## src/hw/rtl/shs_pkg.sv

```systemverilog
// Shared types, constants and helpers of the stepper homing sequencer.
package shs_pkg;

	localparam int unsigned SETTLE_TICKS = 5;
	localparam int unsigned TIMER_BITS   = 16;
	localparam int unsigned CMD_W        = 2;
	localparam int unsigned CFG_IDX_W    = 2;
	localparam int unsigned CFG_DATA_W   = 16;
	localparam int unsigned DWELL_W      = 16;
	localparam int unsigned COUNT_W      = 16;

	localparam logic [CMD_W-1:0] CMD_TICK   = 2'd0;
	localparam logic [CMD_W-1:0] CMD_HOME   = 2'd1;
	localparam logic [CMD_W-1:0] CMD_SINGLE = 2'd2;

	localparam logic [CFG_IDX_W-1:0] REG_POLARITY = 2'd0;
	localparam logic [CFG_IDX_W-1:0] REG_DWELL    = 2'd1;
	localparam logic [CFG_IDX_W-1:0] REG_BACKOFF  = 2'd2;

	localparam logic [DWELL_W-1:0] DWELL_RESET   = 16'd1000;
	localparam logic [COUNT_W-1:0] BACKOFF_RESET = 16'd0;

	typedef logic [TIMER_BITS-1:0] timer_t;

	typedef enum logic [6:0] {
		PH_IDLE        = 7'b0000001,
		PH_SETTLE      = 7'b0000010,
		PH_SEEK        = 7'b0000100,
		PH_SEEK_DWELL  = 7'b0001000,
		PH_BACK_SETTLE = 7'b0010000,
		PH_BACK        = 7'b0100000,
		PH_BACK_DWELL  = 7'b1000000
	} phase_t;

	typedef struct packed {
		logic                switch_polarity;
		logic [DWELL_W-1:0]  dwell_ticks;
		logic [COUNT_W-1:0]  backoff_steps;
	} cfg_t;

	typedef struct packed {
		logic step_pulse;
		logic direction_out;
		logic motor_enable;
		logic switch_hit;
		logic busy;
		logic done;
	} res_t;

	localparam logic [63:0] TIMER_MAX = (64'd1 << TIMER_BITS) - 64'd1;

	// Saturate a load value at the timer maximum
	function automatic timer_t sat_load(input logic [31:0] v);
		timer_t r;
		if ({32'd0, v} > TIMER_MAX) begin
			r = '1;
		end else begin
			r = v[TIMER_BITS-1:0];
		end
		return r;
	endfunction

endpackage

```

## src/hw/rtl/shs_cfg_regs.sv

```systemverilog
// Configuration register file of the stepper homing sequencer.
module shs_cfg_regs
	import shs_pkg::*;
(
	input  logic                  clk,
	input  logic                  arst_n,
	input  logic                  cfg_valid,
	input  logic [CFG_IDX_W-1:0]  cfg_index,
	input  logic [CFG_DATA_W-1:0] cfg_data,
	output cfg_t                  cfg
);

	cfg_t cfg_q;

	always_ff @(posedge clk or negedge arst_n) begin
		if (!arst_n) begin
			cfg_q.switch_polarity <= 1'b0;
			cfg_q.dwell_ticks     <= DWELL_RESET;
			cfg_q.backoff_steps   <= BACKOFF_RESET;
		end else if (cfg_valid) begin
			unique case (cfg_index)
				REG_POLARITY: cfg_q.switch_polarity <= cfg_data[0];
				REG_DWELL:    cfg_q.dwell_ticks     <= cfg_data[DWELL_W-1:0];
				REG_BACKOFF:  cfg_q.backoff_steps   <= cfg_data[COUNT_W-1:0];
				default:      cfg_q                 <= cfg_q;
			endcase
		end
	end

	assign cfg = cfg_q;

endmodule

```

## src/hw/rtl/shs_core.sv

```systemverilog
// Homing state machine: phase, timers, counters and per-tick result.
module shs_core
	import shs_pkg::*;
(
	input  logic             clk,
	input  logic             arst_n,
	input  logic             accept,
	input  logic [CMD_W-1:0] command,
	input  logic             direction,
	input  logic             switch_level,
	input  cfg_t             cfg,
	output res_t             res
);

	phase_t               phase_q, phase_d;
	timer_t               timer_q, timer_d;
	logic [COUNT_W-1:0]   count_q, count_d;
	logic                 seek_dir_q, seek_dir_d;
	logic                 enabled_q, enabled_d;
	logic                 dir_line_q, dir_line_d;
	logic                 single_q, single_d;
	logic                 hit;
	logic                 wait_end;
	timer_t               timer_dec;
	logic                 pulse;
	logic                 done;

	assign hit       = (switch_level == cfg.switch_polarity);
	assign wait_end  = (timer_q <= timer_t'(1));
	assign timer_dec = wait_end ? '0 : timer_q - timer_t'(1);

	always_comb begin
		phase_d    = phase_q;
		timer_d    = timer_q;
		count_d    = count_q;
		seek_dir_d = seek_dir_q;
		enabled_d  = enabled_q;
		dir_line_d = dir_line_q;
		single_d   = single_q;
		pulse      = 1'b0;
		done       = 1'b0;
		unique case (phase_q)
			PH_IDLE: begin
				if (command == CMD_HOME || command == CMD_SINGLE) begin
					enabled_d  = 1'b1;
					seek_dir_d = direction;
					dir_line_d = direction;
					single_d   = (command == CMD_SINGLE);
					timer_d    = sat_load(32'(SETTLE_TICKS));
					phase_d    = PH_SETTLE;
				end
			end
			PH_SETTLE: begin
				timer_d = timer_dec;
				if (wait_end) begin
					phase_d = PH_SEEK;
				end
			end
			PH_SEEK: begin
				if (hit) begin
					if (single_q) begin
						done    = 1'b1;
						phase_d = PH_IDLE;
					end else begin
						dir_line_d = ~seek_dir_q;
						count_d    = '0;
						timer_d    = sat_load(32'(SETTLE_TICKS));
						phase_d    = PH_BACK_SETTLE;
					end
				end else begin
					pulse   = 1'b1;
					timer_d = sat_load(32'(cfg.dwell_ticks));
					phase_d = PH_SEEK_DWELL;
				end
			end
			PH_SEEK_DWELL: begin
				timer_d = timer_dec;
				if (wait_end) begin
					if (single_q) begin
						done    = 1'b1;
						phase_d = PH_IDLE;
					end else begin
						phase_d = PH_SEEK;
					end
				end
			end
			PH_BACK_SETTLE: begin
				timer_d = timer_dec;
				if (wait_end) begin
					phase_d = PH_BACK;
				end
			end
			PH_BACK: begin
				if (count_q >= cfg.backoff_steps) begin
					done    = 1'b1;
					phase_d = PH_IDLE;
				end else begin
					pulse   = 1'b1;
					count_d = count_q + COUNT_W'(1);
					timer_d = sat_load(32'(cfg.dwell_ticks));
					phase_d = PH_BACK_DWELL;
				end
			end
			PH_BACK_DWELL: begin
				timer_d = timer_dec;
				if (wait_end) begin
					phase_d = PH_BACK;
				end
			end
			default: begin
				phase_d = PH_IDLE;
			end
		endcase
	end

	always_ff @(posedge clk or negedge arst_n) begin
		if (!arst_n) begin
			phase_q    <= PH_IDLE;
			timer_q    <= '0;
			count_q    <= '0;
			seek_dir_q <= 1'b0;
			enabled_q  <= 1'b0;
			dir_line_q <= 1'b0;
			single_q   <= 1'b0;
		end else if (accept) begin
			phase_q    <= phase_d;
			timer_q    <= timer_d;
			count_q    <= count_d;
			seek_dir_q <= seek_dir_d;
			enabled_q  <= enabled_d;
			dir_line_q <= dir_line_d;
			single_q   <= single_d;
		end
	end

	assign res.step_pulse    = pulse;
	assign res.direction_out = dir_line_d;
	assign res.motor_enable  = enabled_d;
	assign res.switch_hit    = hit;
	assign res.busy          = (phase_d != PH_IDLE);
	assign res.done          = done;

endmodule

```

## src/hw/rtl/shs_out_reg.sv

```systemverilog
// Result register with valid and ready toward the receiver.
module shs_out_reg
	import shs_pkg::*;
(
	input  logic clk,
	input  logic arst_n,
	input  logic load,
	input  res_t res_d,
	input  logic out_ready,
	output logic out_valid,
	output logic take_ok,
	output res_t res_s1
);

	logic valid_q;

	assign take_ok = !valid_q || out_ready;

	always_ff @(posedge clk or negedge arst_n) begin
		if (!arst_n) begin
			valid_q <= 1'b0;
		end else if (take_ok) begin
			valid_q <= load;
		end
	end

	always_ff @(posedge clk) begin
		if (load) begin
			res_s1 <= res_d;
		end
	end

	assign out_valid = valid_q;

endmodule

```

## src/hw/rtl/stepper_homing_sequencer.sv

```systemverilog
// Top level of the stepper homing sequencer.
// Each input item is one time tick carrying a command, the direction toward
// the endstop and the sampled raw switch level. A start command enables the
// driver, settles, steps toward the switch with a dwell after each pulse,
// then reverses, settles and steps away by the configured back-off count.
// A single-step command settles, samples the switch and steps once if clear.
// Every tick yields exactly one result item: step pulse, direction line,
// enable, qualified switch state, busy and done.
// The result is valid in the cycle after input accept; one item is taken per
// cycle while the result register can take it, limited by the phase and timer update loop.
// The result register frees as it is taken, so input ready is high whenever
// the register is empty or the receiver takes it in that cycle; a stalled
// receiver holds the result and stops input acceptance until it drains.
// Reset clears the sequence to idle with the driver disabled and loads the
// register defaults (polarity 0, dwell 1000 ticks, no back-off).
// Configuration writes are always taken; indexes beyond the list are dropped.
module stepper_homing_sequencer
	import shs_pkg::*;
(
	input  logic                  clk,
	input  logic                  arst_n,
	input  logic                  in_valid,
	output logic                  in_ready,
	input  logic [CMD_W-1:0]      command,
	input  logic                  direction,
	input  logic                  switch_level,
	output logic                  out_valid,
	input  logic                  out_ready,
	output logic                  step_pulse,
	output logic                  direction_out,
	output logic                  motor_enable,
	output logic                  switch_hit,
	output logic                  busy_res,
	output logic                  done_res,
	input  logic                  cfg_valid,
	output logic                  cfg_ready,
	input  logic [CFG_IDX_W-1:0]  cfg_index,
	input  logic [CFG_DATA_W-1:0] cfg_data
);

	cfg_t cfg;
	res_t res_d;
	res_t res_s1;
	logic accept;
	logic take_ok;

	assign cfg_ready = 1'b1;
	assign in_ready  = take_ok;
	assign accept    = in_valid && take_ok;

	shs_cfg_regs u_cfg (
		.clk       (clk),
		.arst_n    (arst_n),
		.cfg_valid (cfg_valid),
		.cfg_index (cfg_index),
		.cfg_data  (cfg_data),
		.cfg       (cfg)
	);

	shs_core u_core (
		.clk          (clk),
		.arst_n       (arst_n),
		.accept       (accept),
		.command      (command),
		.direction    (direction),
		.switch_level (switch_level),
		.cfg          (cfg),
		.res          (res_d)
	);

	shs_out_reg u_out (
		.clk       (clk),
		.arst_n    (arst_n),
		.load      (accept),
		.res_d     (res_d),
		.out_ready (out_ready),
		.out_valid (out_valid),
		.take_ok   (take_ok),
		.res_s1    (res_s1)
	);

	assign step_pulse    = res_s1.step_pulse;
	assign direction_out = res_s1.direction_out;
	assign motor_enable  = res_s1.motor_enable;
	assign switch_hit    = res_s1.switch_hit;
	assign busy_res      = res_s1.busy;
	assign done_res      = res_s1.done;

	a_accept_gives_result: assert property (@(posedge clk) disable iff (!arst_n)
		in_valid && in_ready |=> out_valid)
		else $error("accepted item produced no result");

	a_done_not_busy: assert property (@(posedge clk) disable iff (!arst_n)
		out_valid && done_res |-> !busy_res)
		else $error("sequence reported done while still busy");

	a_pulse_enabled: assert property (@(posedge clk) disable iff (!arst_n)
		out_valid && step_pulse |-> motor_enable && busy_res)
		else $error("step pulse without enabled driver or running sequence");

endmodule

```

## config.mk

```make
export PLATFORM = sky130hd
export DESIGN_NAME = stepper_homing_sequencer
export DESIGN_NICKNAME = d
export VERILOG_FILES = /design/src/hw/rtl/shs_pkg.sv /design/src/hw/rtl/shs_cfg_regs.sv /design/src/hw/rtl/shs_core.sv /design/src/hw/rtl/shs_out_reg.sv /design/src/hw/rtl/stepper_homing_sequencer.sv
export SDC_FILE = /design/constraint.sdc
export NUM_CORES = 1
export LEC_CHECK = 0
export BUFFER_PORTS_ARGS = -buffer_cell sky130_fd_sc_hd__buf_2
export CAP_MARGIN = 20
export CORE_MARGIN = 1
export CORE_UTILIZATION = 40
export DETAILED_ROUTE_END_ITERATION = 12
export PLACE_DENSITY = 0.63
export SLEW_MARGIN = 15
export SYNTH_ARGS = -nofsm -noshare
export SYNTH_HDL_FRONTEND = slang
export SYNTH_SLANG_ARGS = --single-unit
```

## constraint.sdc

```tcl
create_clock -name clk -period 2.5 [get_ports clk]
set_clock_uncertainty 0.2 [all_clocks]
set_input_delay 0.5 -clock clk [delete_from_list [all_inputs] [get_ports clk]]
set_output_delay 0.5 -clock clk [all_outputs]
set_load 0.05 [all_outputs]
```

==> metrics.md, run 1 <==
| Metric | Value |
|---|---|
| Headroom to the max-slew limit | 62.02% |
| Drt first pass iters | 4 |
| HP Class | input pin to flip-flop |
| Minimum clock period | approximately 2.6 ns |
| Tot GR Track Use | about a fifth |
| I/O Pins | 36 |
| CP peak stage delay | approximately 0.50 ns |
| Antenna cells | 0 |
| Post-Syn Area per Cell | 10.34 µm² |
| Core area | roughly 0.011 mm² |
| Finish-stage setup viols | 4 |
| Main combinational cell family by area after synthesis | simple AND/OR/NAND/NOR gates |
| H-Tree Depth | 3 |
| Cell Chain, Critical Path | ha_1 > nand2b_4 > a2111oi_4 > nor4b_4 > nand4b_4 > a211o_1 > or4_4 > a21oi_2 |
| # DRC | 0 |
| TritonCTS clock tree | done |
| Area growth from synthesis to final layout | 28.75% |
| CP max stage cell | or4_4 |
| Initial DRC count | a little under 200 |
| Fraction of registers with async set or reset after synthesis | roughly 93% |
| DR WL/cell | 17.57 µm |
| Worst-path clk slew | 0.07 ns |
| Critical-path maximum fanout | 3 |
| Leakage | about 2.5 nW |
| Placed cell area | 0.005295 mm² |
| CTS Buf Count | 9 |
| Pin count of the biggest net entering global routing | just over 40 |
| Max IR drop VDD | around 0.55 mV |
| Vias | ~3700 |
| Synth Register Bits | 83 |
| Critical Path Sink Type | flip-flop |
| CTS Buffer Depth | 2 |
| Count leader, synth | dfrtp_1 |
| Fmax | ~380 MHz |
| Core Rows | 38 |
| Total power | between 4 and 5 mW |
| WL final | roughly 12000 µm |
| IO Port Bufs | 34 |
| Syn Inst Count | roughly 450 |
| Setup CP Type | flip-flop to flip-flop |
| Initial Util | roughly two fifths |
| Total Die Area | 0.01193 mm² |
| Worst setup SP type | flip-flop |
| Die width | ~110 µm |
| Design area | ~0.0059 mm² |
| PD cells | 739.4 mW/mm² |
| Final hold vios | 0 |
| Slew of the pin with the lowest slew margin | about 0.57 ns |
| Area leader, netlist | dfrtp_1 |
| Area share of fa/ha/maj cells after synthesis | under 10% |
| Die H | approximately 110 µm |
| Layout cell share with drive strength beyond 1 | 38.69% |
| HPWL Detailed | 8482 µm |
| Compound-Gate Fraction of Synth Area | 16.13% |
| Post-synth top area share | 38.08% |
| Fill count | between 900 and 1000 |
| GRT overflow | 0 |
| Post-synth EDFFs | 6 |
| Routability cong. | 0.8461 |
| Post-Synth XOR/XNOR Area | about 3.4% |
| Seq/Total Area, Yosys | 46.00% |
| Mapped Area | 0.004599 mm² |
| Max-Cap Viols | 0 |
| Syn_nets | about 490 |
| Period utilization | 104.6% |
| Unrepaired setup endpoints after global routing | yes |
| Cell variety after synth | 63 |
| Clock insertion delay at the later pin of the skew report | about 0.35 ns |
| Post-route setup slack | -0.1148 ns |
| Synth area leaders | dfrtp_1, mux2_2, ha_1 |
| Synth Warn # | 0 |
| WP data required | ~2.6 ns |
| Hold slack | approximately 0.20 ns |
| First-pass GRT wire length | around 19000 µm |
| Nets | 577 |
| Most common flop cell mapped by yosys | dfrtp_1 |
| Clock sink total | between 80 and 90 |
| Vias in the first global route | 3733 |
| Place WS | -0.1171 ns |
| Outcome | finished with violations |
| Worst R2R Setup Slack | -0.11 ns |
| Critical path arrival | 2.70 ns |
| Post-synthesis mux area share | approximately 8.8% |
| TNS Setup | -0.2620 ns |
| Post-synthesis simple-gate area fraction | between 15 and 20% |
| Via/cell ratio | between 5 and 6 |
| Clock Tree Root | clkbuf_16 |
| Most instantiated cells after synthesis | dfrtp_1, mux2_2, nor2_1 |
| Failing checks | negative setup slack |
| Final Slew Violations | 0 |
| Post-DRT Antenna Nets | 0 |
| Antenna violations before repair | 0 |
==> sequential cells by signal, summed over array words and instances (netlist names) <==
signal	flops
u_core.phase_q	7
u_core.count_q	16
u_core.dir_line_q	1
u_out.res_s1	6
u_core.timer_q	16
u_core.seek_dir_q	1
u_core.single_q	1
u_core.enabled_q	1
u_cfg.cfg	33
u_out.out_valid	1
==> worst paths after layout <==
| path | startpoint | end | depth (start not counted) |
|---|---|---|---|
| worst max register to register | u_cfg.cfg[0]$_DFFE_PN0P_ | u_core.count_q[14]$_DFFE_PN0P_ | 8 |
| max in group asynchronous | arst_n | u_cfg.cfg[25]$_DFFE_PN1P_ | 3 |
| min in group asynchronous | arst_n | u_core.enabled_q$_DFFE_PN0P_ | 2 |
| worst min register to register | u_core.enabled_q$_DFFE_PN0P_ | u_core.enabled_q$_DFFE_PN0P_ | 1 |
| worst min-delay path | in_valid | u_out.out_valid$_DFFE_PN0N_ | 2 |
| worst max-delay path | u_cfg.cfg[0]$_DFFE_PN0P_ | u_core.count_q[14]$_DFFE_PN0P_ | 8 |
==> per-stage QoR <==
step                std cells  util, %
global placement          655    48.00
finish                    675    53.69
CTS                       673    51.00
detailed placement        655    48.00
global route              675    53.69
floorplan                 445        -
==> cell families after synthesis <==
family | count (synthesis)
compound gates | 107
xor+xnor | 17
fa+ha+maj | 20
buf+inv | 42
flops | 83
mux | 36
other cells | 1
simple gates | 139
==> worst max-delay path: cells and delay by family (launching register included) <==
family          cells  cell delay (ns)
fa+ha+maj           1             0.29
compound gates      3             0.77
flops               1             0.38
simple gates        4             0.91
==> routing by layer <==
layer | routed length, µm | GRT usage (%) | up-vias
li1 | - | - | 1792
met1 | 5372 | 27.70 | 1839
met2 | 5833 | 35.58 | 82
met3 | 484 | 3.885 | 12
met4 | 170 | 6.667 | 0
met5 | 0 | 0 | -
==> cell usage in the layout, fill, tap and decap left out, types with 4 or more instances in the layout <==
master,instances
ha_4,5
o21a_1,5
ha_1,15
nor3_1,12
nor2_1,31
nand2b_1,5
a21oi_1,21
dfrtp_1,70
o31ai_1,7
o21ai_2,5
xnor2_1,13
a2111oi_2,4
edfxtp_1,6
buf_4,49
a21oi_2,7
o21ai_0,16
inv_1,26
nand2_1,28
nand3_1,12
a22oi_1,5
mux2_2,36
o2bb2ai_2,7
dfstp_2,7
nand4_1,7
buf_2,33
nor2b_1,8
clkbuf_16,9
==> final cells by class <==
cell class                      instances  area [µm²]  area share, %
Inverter                               28       105.1          1.775
Multi-Input combinational cell        320        2611          44.09
Tap cell                              140       175.2          2.958
Clock buffer                            9       225.2          3.803
Sequential cell                        83        2116          35.73
Clock inverter                          7       72.57          1.225
Timing Repair Buffer                   88       616.8          10.42
==> where the power goes <==
part	internal (mW)	leakage (nW)	total, mW	switching, mW
Clock	0.780	0.151	1.36	0.579
Combinational	0.565	1.36	1.28	0.719
Sequential	1.57	1.02	1.74	0.161
Total	2.92	2.53	4.38	1.46
==> timing repair <==
action	4_1_cts	5_1_grt
endpoints found under the hold margin	33	0
hold buffers	1	0
pin swaps	4	21
gates resized for setup	5	48
buffers inserted	1	2
setup endpoints to repair	14	35
Power figures use the tool's default switching activity.
==> inputs of run 2 (changes only) <==
CORE_UTILIZATION = 45   (was 40)
PLACE_DENSITY = 0.69   (was 0.63)
==> metrics.md, run 2 (synthesis gave the netlist of run 1 again) <==
| Metric | Value |
|---|---|
| Critical-path maximum fanout | 3 (unchanged) |
| Cell Chain, Critical Path | inv_1 > ha_1 > nand4_1 > buf_4 > nor3_4 > nor3_2 > buf_4 > nand4b_4 > a211o_1 > buf_6 > or3_1 > a21oi_1 |
| Clock sink total | 83 (unchanged) |
| Clock Tree Root | clkbuf_8 |
| H-Tree Depth | 3 (unchanged) |
| Minimum clock period | 2.661 ns (+0.04655 ns) |
| Period utilization | 106.5% (+1.9 points) |
| Initial Util | 46.84% (+5.1 points) |
| Most common cell after layout, fill and taps aside | dfrtp_1 |
| Min-delay src | cfg_data[6] |
| Critical register-to-register path startpoint | u_cfg.cfg[12]$_DFFE_PN0P_ |
| CTS Buffer Depth | 2 (unchanged) |
| Failing checks | negative setup slack |
| Post-route setup slack | -0.1613 ns (-0.04655 ns) |
| Worst setup SP type | flip-flop |
| Tot GR Track Use | 23.29% (+2.1 points) |
| GRT overflow | 0 (unchanged) |
| TritonCTS clock tree | done |
| Nets | 581 (+0.69%) |
| Hold depth | 2 (unchanged) |
| CTS Buf Count | 9 (unchanged) |
| Crit. Startpoint | u_cfg.cfg[12]$_DFFE_PN0P_ |
| PD cells | 675.9 mW/mm² (-8.6%) |
| DR WL/cell | 17.50 µm (-0.39%) |
| Max reg flops | 33 (unchanged) |
| Finish-stage setup viols | 24 (+20) |
| I/O Pins | 36 (unchanged) |
| Die H | 103.1 µm (-5.6%) |
| Antenna cells | 0 (unchanged) |
| Via/cell ratio | 5.652 (+2.4%) |
| HPWL Detailed | 8395 µm (-1.0%) |
| Worst R2R Setup Slack | -0.16 ns (-0.05 ns) |
| Die width | 103.1 µm (-5.6%) |
| Max-Cap Viols | 0 (unchanged) |
| # DRC | 0 (unchanged) |
| Vias | 3798 (+2.0%) |
| Headroom to the max-slew limit | 65.61% (+3.6 points) |
| Total power | 3.954 mW (-9.7%) |
| Drt first pass iters | 4 (unchanged) |
| Post-DRT Antenna Nets | 0 (unchanged) |
| Vias in the first global route | 3760 (+0.72%) |
| Max IR drop VDD | 0.3676 mV (-33%) |
| Unrepaired setup endpoints after global routing | yes |
| WP data required | 2.59 ns (about the same) |
| Critical path's top delay family | simple AND/OR/NAND/NOR gates |
| CP max stage cell | dfrtp_1 |
| Initial DRC count | 315 (+61%) |
| Worst-path clk slew | 0.09 ns (+0.02 ns) |
| WP buf/inv | 4 (+4) |
| Fill count | 841 (-16%) |
| Reg2Reg Depth | 12 (+4) |
| Core area | 0.009819 mm² (-11%) |
| CP most frequent cell | buf_4 |
| Layout cell share with drive strength beyond 1 | 38.03% (-0.66 points) |
| CP peak stage delay | 0.36 ns (-0.14 ns) |
| WL final | 11760 µm (-0.83%) |
| Slew of the pin with the lowest slew margin | 0.5158 ns (-0.05387 ns) |
| Final hold vios | 0 (unchanged) |
| Outcome | finished with violations |
| Final Slew Violations | 0 (unchanged) |
| Setup CP Type | flip-flop to flip-flop |
| Commonest cells after routing, fill and taps aside | dfrtp_1, buf_4, mux2_2, buf_2, nor2_1 |
| Clock insertion delay at the later pin of the skew report | 0.37 ns (+0.02 ns) |
| Area growth from synthesis to final layout | 27.18% |
| Routability cong. | 0.8476 (+0.18%) |
| CP Depth | 12 (+4) |
| Antenna violations before repair | 0 (unchanged) |
| IO Port Bufs | 34 (unchanged) |
| HP Class | input pin to flip-flop |
| First-pass GRT wire length | 18600 µm (-1.1%) |
| Critical path arrival | 2.75 ns (+0.05 ns) |
| Util after Layout | 59.57% (+5.9 points) |
| Fmax | 375.8 MHz (-1.7%) |
| Leakage | 2.516 nW (-0.45%) |
| Total Die Area | 0.01063 mm² (-11%) |
| Core Rows | 36 (-5.3%) |
| Pin count of the biggest net entering global routing | 42 (+2.4%) |
| Critical Path Sink Type | flip-flop |
-- run 2: cell types whose count changed in the layout (fill, tap and decap cells not counted), moves of 3 or more --
cell,delta
a2111oi_2,-3
clkbuf_16,-8
a2111oi_4,+3
clkbuf_8,+10
buf_6,+3
-- run 2: per-layer routing --
layer	wire [µm]	GRT usage, %	vias up
met5	0	0	-
met4	348	10.94	0
met3	642	4.475	22
met2	5712	37.79	122
met1	5057	30.10	1854
li1	-	-	1800
-- run 2: path summary, 6_finish.rpt --
check / to
min in group asynchronous: u_core.timer_q[1]$_DFFE_PN0P_
hold / removal: u_cfg.cfg[6]$_DFFE_PN0P_
setup reg to reg: u_core.count_q[15]$_DFFE_PN0P_
hold reg to reg: u_core.enabled_q$_DFFE_PN0P_
setup / recovery: u_core.count_q[15]$_DFFE_PN0P_
max in group asynchronous: u_cfg.cfg[29]$_DFFE_PN0P_
-- run 2: through the flow --
stage / instances / area [µm²] / worst slack [ns] / TNS, ns / hold slack, ns
2_1_floorplan: 445 / 4611 / -0.1394 / -0.1394 / 0.004409
3_3_place_gp: 650 / 5301 / -0.05819 / -0.1200 / 0.2455
3_5_place_dp: 650 / 5301 / -0.1417 / -0.5608 / 0.2514
4_1_cts: 669 / 5604 / -0.1168 / -0.5454 / 0.1684
5_1_grt: 672 / 5849 / -0.2620 / -4.291 / 0.1690
6_report: 672 / 5849 / -0.1613 / -1.414 / 0.1732
-- run 2: area by class of cell --
cell class              instances  area [µm²]  share of cell area [%]
multi-input cells             320        2600                   44.45
repair buffers                 92       670.6                   11.47
clock buffers                  13       170.2                   2.909
flip-flops and latches         83        2116                   36.17
well taps                     133       166.4                   2.845
clock inverters                 3       21.27                  0.3636
inverters                      28       105.1                   1.797
-- run 2: power breakdown --
group          switching (mW)  internal (mW)
registers               0.162           1.57
logic                   0.720          0.548
clock network           0.502          0.450
total                    1.38           2.57
-- run 2: timing repair --
item                                    in CTS  in global routing
pin swaps                                    7                 25
buffers inserted                             2                  4
gates resized for setup                     13                 46
endpoints found under the setup margin      20                 37
hold buffers                                 1                  0
cloned                                       0                  1
hold endpoints to repair                    29                  0
==> inputs of run 3 (changes only) <==
PLACE_DENSITY = 0.65   (was 0.69)
==> metrics.md, run 3 (synthesis gave the netlist of run 1 again) <==
| Metric | Value |
|---|---|
| Initial DRC count | 154 (-51%) |
| Slew of the pin with the lowest slew margin | 0.5404 ns (+0.02461 ns) |
| Die H | 103.1 µm (unchanged) |
| IO Port Bufs | 34 (unchanged) |
| Clock Tree Root | clkbuf_8 |
| Cell Chain, Critical Path | ha_1 > nand2b_4 > a2111oi_4 > nor4b_4 > nand4b_4 > a211o_1 > or4_1 > a21oi_1 |
| WP data required | 2.59 ns (about the same) |
| Commonest cells after routing, fill and taps aside | dfrtp_1, buf_4, mux2_2, buf_2, nor2_1 |
| Critical-path maximum fanout | 3 (unchanged) |
| Post-Layout Cell Count | 669 (-0.45%) |
| Pin count of the biggest net entering global routing | 61 (+45%) |
| Unrepaired setup endpoints after global routing | yes |
| Die width | 103.1 µm (unchanged) |
| CTS Buffer Depth | 2 (unchanged) |
| Post-DRT Antenna Nets | 0 (unchanged) |
| Leakage | 2.469 nW (-1.9%) |
| Outcome | finished with violations |
| Final Slew Violations | 0 (unchanged) |
| Hold slack | 0.1792 ns (+0.005983 ns) |
| Total power | 3.960 mW (+0.15%) |
| TritonCTS clock tree | done |
| H-Tree Depth | 3 (unchanged) |
| WP buf/inv | 0 (-4) |
| Core area | 0.009819 mm² (unchanged) |
| Routability cong. | 0.8499 (+0.27%) |
| # DRC | 0 (unchanged) |
| WL final | 11340 µm (-3.6%) |
| HPWL Detailed | 8233 µm (-1.9%) |
| Fill count | 879 (+4.5%) |
| Critical Path Sink Type | flip-flop |
| Finish-stage setup viols | 20 (-17%) |
| Post-route setup slack | -0.1622 ns (-0.0008380 ns) |
| Final hold vios | 0 (unchanged) |
| Drt first pass iters | 4 (unchanged) |
| Setup CP Type | flip-flop to flip-flop |
| Placed cell area | 0.005301 mm² (unchanged) |
| Vias in the first global route | 3733 (-0.72%) |
| Most common cell after layout, fill and taps aside | dfrtp_1 |
| PD cells | 682.9 mW/mm² (+1.0%) |
| Headroom to the max-slew limit | 63.97% (-1.6 points) |
| Layout cell share with drive strength beyond 1 | 37.69% (-0.35 points) |
| Core Rows | 36 (unchanged) |
| Via/cell ratio | 5.559 (-1.6%) |
| Fmax | 375.6 MHz (about the same) |
| Worst setup SP type | flip-flop |
| TNS Setup | -0.7599 ns (+0.6541 ns) |
| Antenna cells | 0 (unchanged) |
| Vias | 3719 (-2.1%) |
| DR WL/cell | 16.95 µm (-3.2%) |
| Area growth from synthesis to final layout | 26.06% |
| Design area | 0.005798 mm² (-0.88%) |
| Failing checks | negative setup slack |
| Total Die Area | 0.01063 mm² (unchanged) |
| Nets | 578 (-0.52%) |
| Critical path's top delay family | simple AND/OR/NAND/NOR gates |
| CP max stage cell | or4_1 |
| CTS Buf Count | 9 (unchanged) |
| Inst Count DP | 650 (unchanged) |
| Worst-path clk slew | 0.08 ns (about the same) |
| Clock insertion delay at the later pin of the skew report | 0.36 ns (about the same) |
| CP peak stage delay | 0.46 ns (+0.10 ns) |
| Place WS | -0.1540 ns (-0.01233 ns) |
| Max reg flops | 33 (unchanged) |
| Antenna violations before repair | 0 (unchanged) |
| Critical path arrival | 2.76 ns (about the same) |
| Max-Cap Viols | 0 (unchanged) |
| Util after Layout | 59.05% (-0.52 points) |
| HP Class | input pin to flip-flop |
| GRT overflow | 0 (unchanged) |
| Tot GR Track Use | 23.29% (about the same) |
| First-pass GRT wire length | 18320 µm (-1.5%) |
| Clock sink total | 83 (unchanged) |
| Period utilization | 106.5% (about the same) |
| I/O Pins | 36 (unchanged) |
| Max IR drop VDD | 0.3773 mV (+2.6%) |
| Minimum clock period | 2.662 ns (+0.0008380 ns) |
| Initial Util | 46.84% (unchanged) |
[run 3: path summary, 6_finish.rpt]
path	startpoint	end	slack [ns]	cells past startpoint
worst max-delay path	u_cfg.cfg[0]$_DFFE_PN0P_	u_core.count_q[14]$_DFFE_PN0P_	-0.16	8
worst min-delay path	in_valid	u_out.out_valid$_DFFE_PN0N_	0.18	2
worst max register to register	u_cfg.cfg[0]$_DFFE_PN0P_	u_core.count_q[14]$_DFFE_PN0P_	-0.16	8
worst min register to register	u_core.enabled_q$_DFFE_PN0P_	u_core.enabled_q$_DFFE_PN0P_	0.27	1
max in group asynchronous	arst_n	u_cfg.cfg[25]$_DFFE_PN1P_	1.11	3
min in group asynchronous	arst_n	u_core.timer_q[3]$_DFFE_PN0P_	0.35	2
[run 3: routing by layer]
layer / routed length, µm / up-vias / GRT usage [%]
li1: - / 1803 / -
met5: 0 / - / 0
met4: 420 / 0 / 12.46
met1: 5155 / 1801 / 30.42
met2: 5364 / 86 / 37.33
met3: 398 / 29 / 3.729
[run 3: layout make-up]
class / count / area (µm²) / share of cell area [%]
Tap cell: 133 / 166.4 / 2.870
Clock inverter: 6 / 66.31 / 1.144
Timing Repair Buffer: 89 / 635.6 / 10.96
Multi-Input combinational cell: 320 / 2581 / 44.52
Clock buffer: 10 / 127.6 / 2.201
Sequential cell: 83 / 2116 / 36.49
Inverter: 28 / 105.1 / 1.813
[run 3: where the power goes]
part           switching [mW]  total, mW  internal, mW
sequential              0.160       1.73          1.57
clock                   0.503      0.965         0.461
combinational           0.710       1.26         0.552
total                    1.37       3.96          2.59
[run 3: repair_timing]
item,4_1_cts,5_1_grt
cloned,0,1
resized for setup,15,41
hold buffers,1,0
endpoints found under the setup margin,25,35
buffers inserted,0,1
pin swaps,5,23
hold endpoints to repair,16,0
[run 3: worst reg2reg max path, delay by kind of cell, from the launching register on]
kind	cells	cell delay, ns
flip-flops	1	0.39
AO/OA/AOI/OAI	3	0.83
AND/OR/NAND/NOR	4	0.89
adder cells (fa/ha/maj)	1	0.29
